### src/hw/rtl/qrg_pkg.sv
package qrg_pkg;

  localparam int GRID_SIDE_DEF    = 3;
  localparam int CORDIC_STEPS_DEF = 16;
  localparam int ATAN_ENTRIES     = 24;
  localparam logic signed [47:0] DEG90  = 48'sd5898240;
  localparam logic signed [47:0] DEG180 = 48'sd11796480;
  localparam logic signed [47:0] CORDIC_K = 48'sd652032874;
  localparam logic signed [17:0] INV_SQRT2 = 18'sd23170;

  typedef enum logic [1:0] {
    OP_SELECT = 2'd0,
    OP_HADAMARD = 2'd1,
    OP_ROT_Y = 2'd2,
    OP_ROT_Z = 2'd3
  } op_t;

  typedef enum logic [1:0] {
    ST_SELECTED = 2'd0,
    ST_OUT_OF_BOUNDS = 2'd1,
    ST_GATE_APPLIED = 2'd2,
    ST_NO_SELECTION = 2'd3
  } status_t;

  typedef struct packed {
    logic [1:0] op;
    logic [2:0] col;
    logic [2:0] row;
    logic signed [15:0] angle;
  } in_item_t;

  typedef struct packed {
    logic [1:0] status;
    logic [15:0] prob_alpha;
    logic [15:0] prob_beta;
    logic has_selection;
  } out_item_t;

  typedef struct packed {
    logic [1:0] op;
    logic signed [15:0] angle;
  } gate_cmd_t;

  typedef enum logic [2:0] {
    BK_IDLE,
    BK_CORDIC,
    BK_LOAD,
    BK_MUL,
    BK_STORE,
    BK_REPORT
  } bk_state_t;

  function automatic logic signed [47:0] atan_lut(input logic [4:0] i);
    logic signed [47:0] r;
    unique case (i)
      5'd0: r = 48'sd2949120;  5'd1: r = 48'sd1740967;
      5'd2: r = 48'sd919879;   5'd3: r = 48'sd466945;
      5'd4: r = 48'sd234379;   5'd5: r = 48'sd117304;
      5'd6: r = 48'sd58666;    5'd7: r = 48'sd29335;
      5'd8: r = 48'sd14668;    5'd9: r = 48'sd7334;
      5'd10: r = 48'sd3667;    5'd11: r = 48'sd1833;
      5'd12: r = 48'sd917;     5'd13: r = 48'sd458;
      5'd14: r = 48'sd229;     5'd15: r = 48'sd115;
      5'd16: r = 48'sd57;      5'd17: r = 48'sd29;
      5'd18: r = 48'sd14;      5'd19: r = 48'sd7;
      5'd20: r = 48'sd4;       5'd21: r = 48'sd2;
      5'd22: r = 48'sd1;
      default: r = 48'sd0;
    endcase
    return r;
  endfunction

  function automatic logic signed [15:0] q30_to_q15(input logic signed [47:0] v);
    logic signed [47:0] t;
    t = (v + 48'sd16384) >>> 15;
    if (t > 48'sd32767) return 16'sd32767;
    if (t < -48'sd32768) return -16'sd32768;
    return t[15:0];
  endfunction

  function automatic logic [15:0] norm16(input logic signed [15:0] re,
                                         input logic signed [15:0] im);
    logic [32:0] p;
    logic [32:0] q;
    p = 33'(re * re) + 33'(im * im);
    q = (p + 33'd8192) >> 14;
    return (q > 33'd65535) ? 16'hFFFF : q[15:0];
  endfunction

endpackage

### src/hw/rtl/qrg_front.sv
module qrg_front #(
  parameter int GRID_SIDE = 3
) (
  input  logic clk,
  input  logic rst_n,
  input  logic start,
  output logic busy,
  input  qrg_pkg::in_item_t in_item,
  output logic q_valid,
  output qrg_pkg::gate_cmd_t q_cmd,
  output logic q_sel_valid,
  output logic [2:0] q_sel_row,
  output logic [2:0] q_sel_col,
  output logic [1:0] q_status,
  input  logic q_pop,
  input  logic back_busy
);
  import qrg_pkg::*;

  logic valid_r, valid_nxt;
  gate_cmd_t cmd_r;
  logic sel_valid_r, sel_valid_nxt;
  logic [2:0] sel_row_r, sel_col_r;
  logic [1:0] status_r;
  logic in_range;
  logic acc;

  assign busy = valid_r || back_busy;
  assign acc = start && !busy;
  assign in_range = (in_item.col >= 3'd1) && ({1'b0, in_item.col} <= 4'(GRID_SIDE)) &&
                    (in_item.row >= 3'd1) && ({1'b0, in_item.row} <= 4'(GRID_SIDE));

  always_comb begin
    valid_nxt = valid_r;
    sel_valid_nxt = sel_valid_r;
    if (q_pop) valid_nxt = 1'b0;
    if (acc) begin
      valid_nxt = 1'b1;
      if (in_item.op == OP_SELECT) sel_valid_nxt = in_range;
    end
  end

  always_ff @(posedge clk) begin
    if (!rst_n) begin
      valid_r <= 1'b0;
      sel_valid_r <= 1'b0;
      sel_row_r <= '0;
      sel_col_r <= '0;
    end else begin
      valid_r <= valid_nxt;
      sel_valid_r <= sel_valid_nxt;
      if (acc && in_item.op == OP_SELECT && in_range) begin
        sel_row_r <= in_item.row - 3'd1;
        sel_col_r <= in_item.col - 3'd1;
      end
    end
  end

  always_ff @(posedge clk) begin
    if (acc) begin
      cmd_r.op <= in_item.op;
      cmd_r.angle <= in_item.angle;
      if (in_item.op == OP_SELECT) status_r <= in_range ? ST_SELECTED : ST_OUT_OF_BOUNDS;
      else if (!sel_valid_r) status_r <= ST_NO_SELECTION;
      else status_r <= ST_GATE_APPLIED;
    end
  end

  assign q_valid = valid_r;
  assign q_cmd = cmd_r;
  assign q_sel_valid = sel_valid_r;
  assign q_sel_row = sel_row_r;
  assign q_sel_col = sel_col_r;
  assign q_status = status_r;

  a_pop_valid: assert property (@(posedge clk) disable iff (!rst_n) q_pop |-> valid_r)
    else $error("pop of empty slot");
  a_no_acc_full: assert property (@(posedge clk) disable iff (!rst_n) valid_r |-> !acc)
    else $error("accept while slot full");
  a_sel_range: assert property (@(posedge clk) disable iff (!rst_n)
    sel_valid_r |-> ({1'b0, sel_row_r} < 4'(GRID_SIDE)) &&
                    ({1'b0, sel_col_r} < 4'(GRID_SIDE)))
    else $error("selection out of range");
endmodule

### config.mk
export PLATFORM = sky130hd
export DESIGN_NAME = qrg_front
export DESIGN_NICKNAME = d
export VERILOG_FILES = /design/src/hw/rtl/qrg_pkg.sv /design/src/hw/rtl/qrg_front.sv
export SDC_FILE = /design/constraint.sdc
export NUM_CORES = 1
export LEC_CHECK = 0
export BUFFER_PORTS_ARGS = -buffer_cell sky130_fd_sc_hd__buf_2
export CAP_MARGIN = 20
export CORE_ASPECT_RATIO = 0.8
export CORE_UTILIZATION = 40
export CTS_CLUSTER_DIAMETER = 50
export CTS_CLUSTER_SIZE = 40
export DETAILED_ROUTE_END_ITERATION = 16
export PLACE_DENSITY = 0.8
export SLEW_MARGIN = 20
export SYNTH_ARGS = -nofsm -noshare
export SYNTH_HDL_FRONTEND = slang
export SYNTH_SLANG_ARGS = --single-unit
### constraint.sdc
create_clock -name clk -period 2.65 [get_ports clk]
set_input_delay 0.3975 -clock clk [delete_from_list [all_inputs] [get_ports clk]]
set_output_delay 0.3975 -clock clk [all_outputs]
set_load 0.02 [all_outputs]
Word level (Yosys, flattened, before mapping)
Index checks and enable logic that the tools add are counted.
Storage, ports and cells
  register bits: 28
  input port bits: 29
  output and inout port bits: 29
  logic and storage cells: 29
Cells by class
  add/sub/neg operators: 2
  $lt $le $gt $ge: 4
  mux-type cells: 5
  reduce and logical (&&, ||, !) cells: 11
Operator list (number)
  $ge A3 B1 Y1 const B: 2
  $le A3 B2 Y1 const B: 2
  $logic_and A1 B1 Y1: 6
  $sub A3 B1 Y3 const B: 2
  $mux W1: 4
  $logic_not A2 Y1: 1
  $mux W2: 1
  $reduce_and A2 Y1: 1
  $reduce_bool A2 Y1: 1
  $logic_not A1 Y1: 1
  $logic_or A1 B1 Y1: 1

Longest topological paths before layout
Gate-level depths: netlist of run 1.
  word-level depth: 6
  gate-level depth with buffers: 6
  gate-level depth less buffers: 6

Least setup slack after synthesis of run 1
OpenSTA, ideal clock, no wires.
  kind: reg2reg
  from: reg valid_r (netlist: q_valid)
  to: reg sel_row_r[0] (netlist: q_sel_row[0])
  setup time: 0.116 ns
  arrival: 1.673 ns
  required time: 2.534 ns
  slack: 0.862 ns
  cell stages (with the launch flop): 6
  buffers on the path: 1
  period minus slack after synthesis: 1.788 ns
  cells stage by stage: dfxtp_1 > nor3b_4 > and2_1 > buf_6 > a31oi_4 > a31o_1
On the way
  cells in the longest elaborated chain, start to end: 5
Ends and longest elaborated chain
  start, declared: RTL line qrg_front.sv:20  | logic valid_r, valid_nxt;
  start signal, assigned: RTL line qrg_front.sv:50  | valid_r <= valid_nxt;
  $logic_or A1 B1 Y1: RTL line qrg_front.sv:28  | assign busy = valid_r || back_busy;
  $logic_not A1 Y1: RTL line qrg_front.sv:29  | assign acc = start && !busy;
  $logic_and A1 B1 Y1: RTL line qrg_front.sv:29
  named net acc: RTL line qrg_front.sv:26  | logic acc;
  $logic_and A1 B1 Y1 (2 in a row): RTL line qrg_front.sv:52  | if (acc && in_item.op == OP_SELECT && in_range) begin
  end signal, assigned: RTL line qrg_front.sv:53  | sel_row_r <= in_item.row - 3'd1;
  end, declared: RTL line qrg_front.sv:23  | logic [2:0] sel_row_r, sel_col_r;
The timed path passes the listed nets, and every way through them passes these cells.
A chain may end at the register's enable or synchronous reset.

Final worst setup path of run 1
  from: reg valid_r (netlist: q_valid)
  to: out busy
On the way
  cells in the longest elaborated chain, start to end: 1
Ends and longest elaborated chain
  $logic_or A1 B1 Y1: RTL line qrg_front.sv:28
  end, declared: RTL line qrg_front.sv:7  | output logic busy,
No other way between the ends.

==> key figures, run 1 <==
CTS
  – Hold-fix buffers at CTS: 0
  – Clock Latency Late Sink: 310 ps
  – Postcts setup bufs: 0
  – Root Buffer: clkbuf_4
  – Number of clock sinks: 28
  – CTS tree: built
  – Max clock buf depth: 2
  – Clock buffer count from CTS: 3
  – PostCTS Resize Cnt: 0
  – Reg clk slew, reported paths: 130 ps
  – H-tree Lvls: 1

Layout
  – Area occupied by multi-input gates: 378 um^2
  – Most common cell after layout, fill and taps aside: buf_2
  – Final #Nets: 172
  – Final core utilization: 55.1%
  – Layout area overhead: 30.0%
  – Commonest non-fill, non-tap cells in the layout: buf_2, edfxtp_1, dfxtp_1
  – Reg area: 761 um^2
  – Number of diodes: 0
  – Proportion of layout cells with a drive suffix above 1: 51.5%
  – Fillcell total: 251

STA
  – Setup violators final: 0
  – Slew HR: 75.3%
  – Setup TNS: 0 ps
  – Slew @ Worst Pin: 370 ps
  – Fin crit share: 57.1%
  – Crit path time final: 1510 ps
  – Final Skew: approximately 5.6 ps
  – Unrepaired setup endpoints after global routing: no
  – Fin. Hold Viols: 0
  – Final setup margin: roughly 1100 ps
  – Fmax: 660 MHz
  – Final Max Slew Viols: 0

Yosys
  – Mapped Nets: approximately 110
  – Avg Synthesized Cell Area: 15.4 um^2
  – Cell taking the most area after synthesis: edfxtp_1
  – Post-synth top area share: 51.2%
  – Ys Warns: 0
  – Syn Inst Count: between 70 and 80
  – #FFs+latches synth: 28
  – Register area share after synthesis: 64.9%
  – Netlist cell types: 27
  – Top cells by area, synth: edfxtp_1, dfxtp_1, ha_1, o211a_1, nand4_1
  – Post-Syn Area: 0.00117 mm^2

Detailed routing
  – First drt pass iteration count: 3
  – Starting DRT DRC Count: 15
  – DRC: 0
  – Final wirelength: 2050 um
  – Detailed-route vias per instance: ~4.6
  – Routed length per instance: about 12 um
  – Antenna Nets Post-Route: 0
  – Via count: 809

Die
  – Boundary Pins: 58
  – Die area: around 0.0032 mm^2
  – Die Height: 50.4 um
  – Rows: 17
  – Die width: between 60 and 70 um
  – Initial Util: a little over two fifths
  – Total core area: ~0.0028 mm^2

Setup path
  – Critical path class: flip-flop to output port
  – CP startpoint kind: flip-flop
  – CP Data Required Time: 2250 ps
  – CP endpoint kind: output port
  – Flop2flop setup slack: around 1300 ps
  – Worst Path Arrival: ~1100 ps
  – CP Max Fanout: 4

Global route
  – Antenna violations before repair: 0
  – Largest net degree at the start of global routing: 20
  – Gr ovfl total: 0
  – First-pass GRT wire length: 3330 um
  – Vias in the first global route: 774
  – Tot GR Track Use: between 10% and 20%

Pwr
  – Leak pwr: 0.715 nW
  – VDD IR max: 0.000377 V
  – Pwr dens: approximately 500 mW/mm^2

Placement
  – Routability cong.: roughly 0.85
  – Hpwl dp: 1680 um
  – Post-place setup slack: roughly 1000 ps
  – Port buffer count: 57

Hold path
  – HP Class: primary input to flip-flop

Status
  – Status: finished, final reports clean

Run
  – Max Cap Viol: 0
[where the power goes]
| group | total, mW | internal, mW | switching (mW) |
|---|---|---|---|
| combinational | 0.104 | 0.0420 | 0.0621 |
| sequential | 0.490 | 0.486 | 0.00401 |
| clock | 0.167 | 0.0587 | 0.109 |
| total | 0.761 | 0.586 | 0.175 |
[metrics by stage]
step	hold slack [ps]	area (um^2)	std cells	power (mW)
after floorplan	496	1170	76	0.559
after global placement	489	1500	170	0.600
after detailed placement	483	1500	170	0.605
after CTS	240	1520	174	0.770
after global routing	225	1520	174	0.793
final	249	1520	174	0.761
[routing by layer]
metal	part of all wire [%]	GRT usage, %	vias up
met3	3.5	2.27	0
met5	0	0	-
li1	-	-	405
met2	52	26.4	19
met4	0	2.33	0
met1	44	15.4	385
[synthesized netlist by cell type]
cell       n
o21a_1     2
nor3_1     1
nor2b_1    1
nor2_1     2
buf_1      1
ha_1       6
o211a_1    5
nand2_1    3
o311a_2    1
nor3_4     1
edfxtp_1  20
dfxtp_1    8
nor3b_4    1
inv_1      5
or2_2      1
a21oi_1    1
o21ai_2    1
and2_1     2
buf_6      1
nand3b_1   1
nand4_1    5
o21a_4     1
or3_4      1
a31oi_4    1
o311ai_2   1
a31o_1     1
xnor2_1    2
[worst max-delay path: stages (launching register included)]
cell	delay, ps
dfxtp_1	370
or2_2	280
buf_2	160
[cells by family (layout without fill, tap and decap cells)]
kind of cell | Yosys count | in the layout | synth area share [%]
AND/OR/NAND/NOR | 19 | 19 | 11.4
buffers and inverters | 7 | 67 | 2.88
adder cells (fa/ha/maj) | 6 | 6 | 6.40
flip-flops | 28 | 28 | 64.9
XOR/XNOR | 2 | 2 | 1.49
AO/OA/AOI/OAI | 14 | 14 | 12.9
[final cells by class]
class	count	share of cell area, %
clock buffers	4	1.72
inverters	5	1.23
multi-input cells	41	24.8
flip-flops and latches	28	49.9
well taps	38	3.12
repair buffers	58	19.2
[worst paths after layout]
check / from / to / depth (start not counted)
hold / removal: in_item[9] / q_cmd[9]$_DFFE_PN_ / 1
hold reg to reg: q_sel_col[2]$_SDFFE_PN0P_ / q_sel_col[2]$_SDFFE_PN0P_ / 1
setup reg to reg: q_valid$_SDFFE_PN0P_ / q_sel_row[0]$_SDFFE_PN0P_ / 4
setup / recovery: q_valid$_SDFFE_PN0P_ / busy / 2
[state kept, by name, indices dropped and copies added, names as in the netlist]
signal       flops
q_sel_valid      1
q_valid          1
q_cmd           18
q_status         2
q_sel_col        3
q_sel_row        3
(Power assumes the default switching activity.)
==> run 2, diff against run 1 <==
- clock period: 2.65 -> 1.5 ns (I/O delays scaled with it)
==> key figures, run 2 (synthesized netlist as in run 1, its figures left out) <==
STA
  – Crit path time final: 1350 ps
  – Setup TNS: 0 ps (unchanged)
  – Fin crit share: about 90%
  – Final Max Slew Viols: 0 (unchanged)
  – Unrepaired setup endpoints after global routing: no
  – Setup violators final: 0 (unchanged)
  – Slew @ Worst Pin: 397 ps (+27.7 ps)
  – Final Skew: 4.08 ps (-1.53 ps)
  – Fmax: 739 MHz
  – Fin. Hold Viols: 0 (unchanged)
  – Slew HR: 73.5% (-1.9 points)

Detailed routing
  – First drt pass iteration count: 3 (unchanged)
  – Antenna Nets Post-Route: 0 (unchanged)
  – Routed length per instance: 11.8 um (+0.30%)
  – Detailed-route vias per instance: 4.54 (-2.3%)
  – DR top layer: met3
  – WL met1: 888 um (-2.0%)
  – Met2 routed WL: 1100 um (+2.0%)
  – Met3 WL: 88 um (+22%)
  – Final wirelength: 2070 um (+0.88%)
  – Via count: 795 (-1.7%)
  – Starting DRT DRC Count: 4 (-11)
  – DRC: 0 (unchanged)

Layout
  – Fillcell total: 252 (+0.40%)
  – Max reg flops: 18 (unchanged)
  – Final core utilization: 55.5% (+0.41 points)
  – Layout area overhead: 30.9%
  – Most common cell after layout, fill and taps aside: buf_2
  – Reg area: 764 um^2 (+0.49%)
  – Number of diodes: 0 (unchanged)
  – Proportion of layout cells with a drive suffix above 1: 52.6% (+1.1 points)
  – Final #Nets: 173 (+0.58%)
  – Area occupied by multi-input gates: 378 um^2 (unchanged)
  – Commonest non-fill, non-tap cells in the layout: buf_2, edfxtp_1, dfxtp_1

Global route
  – Vias in the first global route: 761 (-1.7%)
  – Antenna violations before repair: 0 (unchanged)
  – Gr ovfl total: 0 (unchanged)
  – Tot GR Track Use: 13.5% (+0.094 points)
  – First-pass GRT wire length: 3240 um (-2.5%)
  – Largest net degree at the start of global routing: 18 (-10%)

Pwr
  – Leak pwr: 0.721 nW (+0.86%)
  – VDD IR max: 0.000552 V (+46%)
  – Pwr dens: 874 mW/mm^2 (+75%)

Setup path
  – Worst r2r path cells: 4 (unchanged)
  – Worst Path Arrival: 1580 ps (+460 ps)
  – Critical path class: flip-flop to flip-flop
  – Slowest-stage cell, CP: dfxtp_4
  – CP Cell Sequence: nor3b_4 > and2_1 > a31oi_4 > a31o_1
  – CP Max Fanout: 6 (+2)
  – Worst r2r src: q_valid$_SDFFE_PN0P_
  – Flop2flop setup slack: 150 ps (-1100 ps)
  – CP endpoint kind: flip-flop
  – CP startpoint kind: flip-flop
  – Slowest stage delay, CP: 380 ps (about the same)
  – CP Data Required Time: 1720 ps (-530 ps)
  – Worst r2r dst: q_sel_row[0]$_SDFFE_PN0P_

CTS
  – Number of clock sinks: 28 (unchanged)
  – Hold-fix buffers at CTS: 0 (unchanged)
  – Postcts setup bufs: 0 (unchanged)
  – PostCTS Resize Cnt: 0 (unchanged)
  – CTS tree: built
  – H-tree Lvls: 1 (unchanged)
  – Reg clk slew, reported paths: 130 ps (about the same)
  – Max clock buf depth: 2 (unchanged)
  – Clock Latency Late Sink: 310 ps (about the same)
  – Clock buffer count from CTS: 3 (unchanged)
  – Root Buffer: clkbuf_4

Run
  – Max Cap Viol: 0 (unchanged)

Placement
  – Hpwl dp: 1690 um (+0.29%)
  – Port buffer count: 57 (unchanged)
  – Routability cong.: 0.729 (-14%)

Hold path
  – Hold Path Cell Cnt: 1 (unchanged)
  – HP Class: primary input to flip-flop
  – Hold Path Sink: q_cmd[2]$_DFFE_PN_
  – Min-delay src: in_item[2]

Die
  – Total core area: 0.00277 mm^2 (unchanged)
  – Die Height: 50.4 um (unchanged)
  – Boundary Pins: 58 (unchanged)
  – Die area: 0.00315 mm^2 (unchanged)
  – Die width: 62.5 um (unchanged)
  – Initial Util: 42.4% (unchanged)
  – Rows: 17 (unchanged)

Status
  – Status: finished, final reports clean
==> run 2: how the worst max path moves through the flow <==
stage / slack (ps) / start / to / depth (start not counted)
4_1_cts: 140 / q_valid$_SDFFE_PN0P_ / q_sel_row[0]$_SDFFE_PN0P_ / 4
2_1_floorplan: -260 / q_valid$_SDFFE_PN0P_ / q_sel_row[0]$_SDFFE_PN0P_ / 5
3_5_place_dp: 20 / in_item[17] / q_sel_row[0]$_SDFFE_PN0P_ / 6
3_3_place_gp: 90 / in_item[20] / q_sel_row[0]$_SDFFE_PN0P_ / 7
5_1_grt: 70 / q_valid$_SDFFE_PN0P_ / q_sel_row[0]$_SDFFE_PN0P_ / 4
6_report: 150 / q_valid$_SDFFE_PN0P_ / q_sel_row[0]$_SDFFE_PN0P_ / 4
==> run 2: worst max-delay path, delay by kind of cell, from the launching register on <==
kind            cells  cell delay, ps
compound gates      2             300
flops               1             380
simple gates        2             580
==> run 2: through the flow <==
step | setup WS [ps] | total power, mW | instances | cell area, um^2 | hold slack [ps]
global route | 68.7 | 1.40 | 175 | 1540 | 48.1
global placement | 88.9 | 1.06 | 171 | 1510 | 403
floorplan | -255 | 0.986 | 76 | 1180 | 324
finish | 147 | 1.34 | 175 | 1540 | 71.7
detailed placement | 22.7 | 1.07 | 171 | 1510 | 403
CTS | 141 | 1.35 | 175 | 1540 | 60.1
==> run 2: final cells by class <==
type	count	area share (%)
inverter	5	1.22
sequential	28	49.8
clock inverter	1	0.244
multi-input combinational	41	24.6
tap	38	3.10
clock buffer	3	1.47
timing repair buffer	59	19.6
==> run 2: report_power, final <==
part           total [mW]  switching [mW]  internal (mW)
registers           0.864         0.00713          0.857
clock network       0.291           0.193         0.0974
logic               0.187           0.111         0.0759
==> run 2: per-layer routing <==
| layer | track usage (%) | up-vias |
|---|---|---|
| met5 | 0 | - |
| met4 | 3.10 | 0 |
| met2 | 25.4 | 22 |
| met3 | 2.95 | 0 |
| met1 | 15.8 | 365 |
| li1 | - | 408 |
==> run 3, diff against run 2 <==
- BUFFER_PORTS_ARGS: -buffer_cell sky130_fd_sc_hd__buf_2 -> -buffer_cell sky130_fd_sc_hd__clkbuf_2
==> key figures, run 3 (synthesized netlist as in run 1, its figures left out) <==
CTS
  – Postcts setup bufs: 0 (unchanged)
  – H-tree Lvls: 1 (unchanged)
  – Clock Latency Late Sink: 320 ps (about the same)
  – Number of clock sinks: 28 (unchanged)
  – CTS tree: built
  – Clock buffer count from CTS: 3 (unchanged)
  – Hold-fix buffers at CTS: 0 (unchanged)
  – PostCTS Resize Cnt: 0 (unchanged)
  – Reg clk slew, reported paths: 130 ps (about the same)
  – Root Buffer: clkbuf_4
  – Max clock buf depth: 2 (unchanged)

Detailed routing
  – WL met1: 927 um (+4.4%)
  – Antenna Nets Post-Route: 0 (unchanged)
  – Met3 WL: 111 um (+26%)
  – DRC: 0 (unchanged)
  – DR top layer: met3
  – Final wirelength: 2140 um (+3.2%)
  – First drt pass iteration count: 4 (+1)
  – Routed length per instance: 12.2 um (+3.2%)
  – Detailed-route vias per instance: 4.76 (+4.8%)
  – Via count: 833 (+4.8%)
  – Starting DRT DRC Count: 15 (+11)
  – Met2 routed WL: 1100 um (+0.37%)

Hold path
  – HP Class: primary input to flip-flop
  – Min-delay src: in_item[9]
  – Hold Path Cell Cnt: 1 (unchanged)

Layout
  – Fillcell total: 248 (-1.6%)
  – Layout area overhead: 30.9% (unchanged)
  – Number of diodes: 0 (unchanged)
  – Max reg flops: 18 (unchanged)
  – Final #Nets: 173 (unchanged)
  – Most common cell after layout, fill and taps aside: clkbuf_2
  – Commonest non-fill, non-tap cells in the layout: clkbuf_2, edfxtp_1, dfxtp_1
  – Fin area: 0.00154 mm^2 (unchanged)
  – Proportion of layout cells with a drive suffix above 1: 52.6% (unchanged)

Placement
  – Routability cong.: 0.737 (+1.1%)
  – Hpwl dp: 1740 um (+3.0%)
  – Post-Place Cell Area: 0.00151 mm^2 (unchanged)
  – Port buffer count: 57 (unchanged)

STA
  – Fin crit share: 89.5% (-0.77 points)
  – Final Max Slew Viols: 0 (unchanged)
  – Setup violators final: 0 (unchanged)
  – Final Skew: 2.77 ps (-1.31 ps)
  – Crit path time final: 1340 ps (-11.6 ps)
  – Fin. Hold Viols: 0 (unchanged)
  – Min Hold Slack: 69.4 ps (-2.27 ps)
  – Slew HR: 73.9% (+0.41 points)
  – Unrepaired setup endpoints after global routing: no
  – Slew @ Worst Pin: 391 ps (-6.07 ps)
  – Fmax: 745 MHz (+0.86%)

Setup path
  – Worst r2r dst: q_sel_row[0]$_SDFFE_PN0P_
  – Worst Path Arrival: 1120 ps (-460 ps)
  – Flop2flop setup slack: 160 ps (about the same)
  – Largest delay share family, worst path: flip-flops
  – CP Launch Point: q_valid$_SDFFE_PN0P_
  – Slowest stage delay, CP: 380 ps (about the same)
  – Crit path buf inv count: 1 (+1)
  – CP Data Required Time: 1270 ps (-450 ps)
  – CP endpoint kind: output port
  – CP startpoint kind: flip-flop
  – Critical path class: flip-flop to output port
  – CP Cell Sequence: or2_2 > clkbuf_2
  – Worst r2r path cells: 4 (unchanged)
  – CP Max Fanout: 4 (-2)
  – Worst Setup EP: busy
  – Slowest-stage cell, CP: dfxtp_4
  – Worst r2r src: q_valid$_SDFFE_PN0P_
  – Critical Path Stages: 2 (-2)

Global route
  – Antenna violations before repair: 0 (unchanged)
  – Vias in the first global route: 797 (+4.7%)
  – First-pass GRT wire length: 3330 um (+2.5%)
  – Gr ovfl total: 0 (unchanged)
  – Tot GR Track Use: 13.9% (+0.36 points)
  – Largest net degree at the start of global routing: 18 (unchanged)

Status
  – Status: finished, final reports clean

Die
  – Die area: 0.00315 mm^2 (unchanged)
  – Boundary Pins: 58 (unchanged)
  – Total core area: 0.00277 mm^2 (unchanged)
  – Rows: 17 (unchanged)
  – Die Height: 50.4 um (unchanged)
  – Die width: 62.5 um (unchanged)
  – Initial Util: 42.4% (unchanged)

Pwr
  – Leak pwr: 0.726 nW (+0.60%)
  – VDD IR max: 0.000579 V (+4.9%)
  – Pwr dens: 878 mW/mm^2 (+0.50%)

Run
  – Max Cap Viol: 0 (unchanged)
run 3: cell types whose count changed in the layout (fill, tap and decap cells not counted):
cell / delta
buf_2: -57
clkbuf_2: +57
run 3: how the worst min path moves through the flow:
stage,endpoint,slack (ps)
detailed placement,q_cmd[11]$_DFFE_PN_,400
finish,q_cmd[9]$_DFFE_PN_,70
global placement,q_cmd[11]$_DFFE_PN_,400
CTS,q_cmd[9]$_DFFE_PN_,60
global route,q_cmd[8]$_DFFE_PN_,40
floorplan,q_cmd[0]$_DFFE_PN_,320
run 3: where the power goes:
part | total [mW] | switching (mW) | internal (mW)
registers | 0.866 | 0.00827 | 0.857
clock network | 0.297 | 0.199 | 0.0975
logic | 0.186 | 0.111 | 0.0751
total | 1.35 | 0.318 | 1.03
run 3: per-stage QoR:
stage / power (mW) / setup TNS (ps) / cells / util (%) / setup slack [ps]
finish: 1.35 / 0 / 175 / 55.5 / 158
global route: 1.41 / 0 / 175 / 55.5 / 83.5
CTS: 1.36 / 0 / 175 / 55.5 / 144
detailed placement: 1.07 / 0 / 171 / 54.6 / 8.35
global placement: 1.06 / 0 / 171 / 54.6 / 83.2
floorplan: 0.986 / -1510 / 76 / - / -255
run 3: worst register-to-register path: stages (launching register included):
cell and delay [ps]:
dfxtp_4 380, nor3b_4 260, and2_1 310, a31oi_4 120, a31o_1 190
run 3: layout make-up:
type | instances | area (um^2) | area share, %
clock inverters | 1 | 3.75 | 0.244
inverters | 5 | 18.8 | 1.22
clock buffers | 3 | 22.5 | 1.47
well taps | 38 | 47.5 | 3.10
flip-flops and latches | 28 | 764 | 49.8
multi-input cells | 41 | 378 | 24.6
repair buffers | 59 | 300 | 19.6
run 3: routing by layer:
layer	vias up	track usage, %
met3	0	2.73
li1	411	-
met2	35	24.6
met1	387	16.7
met4	0	5.43
met5	-	0
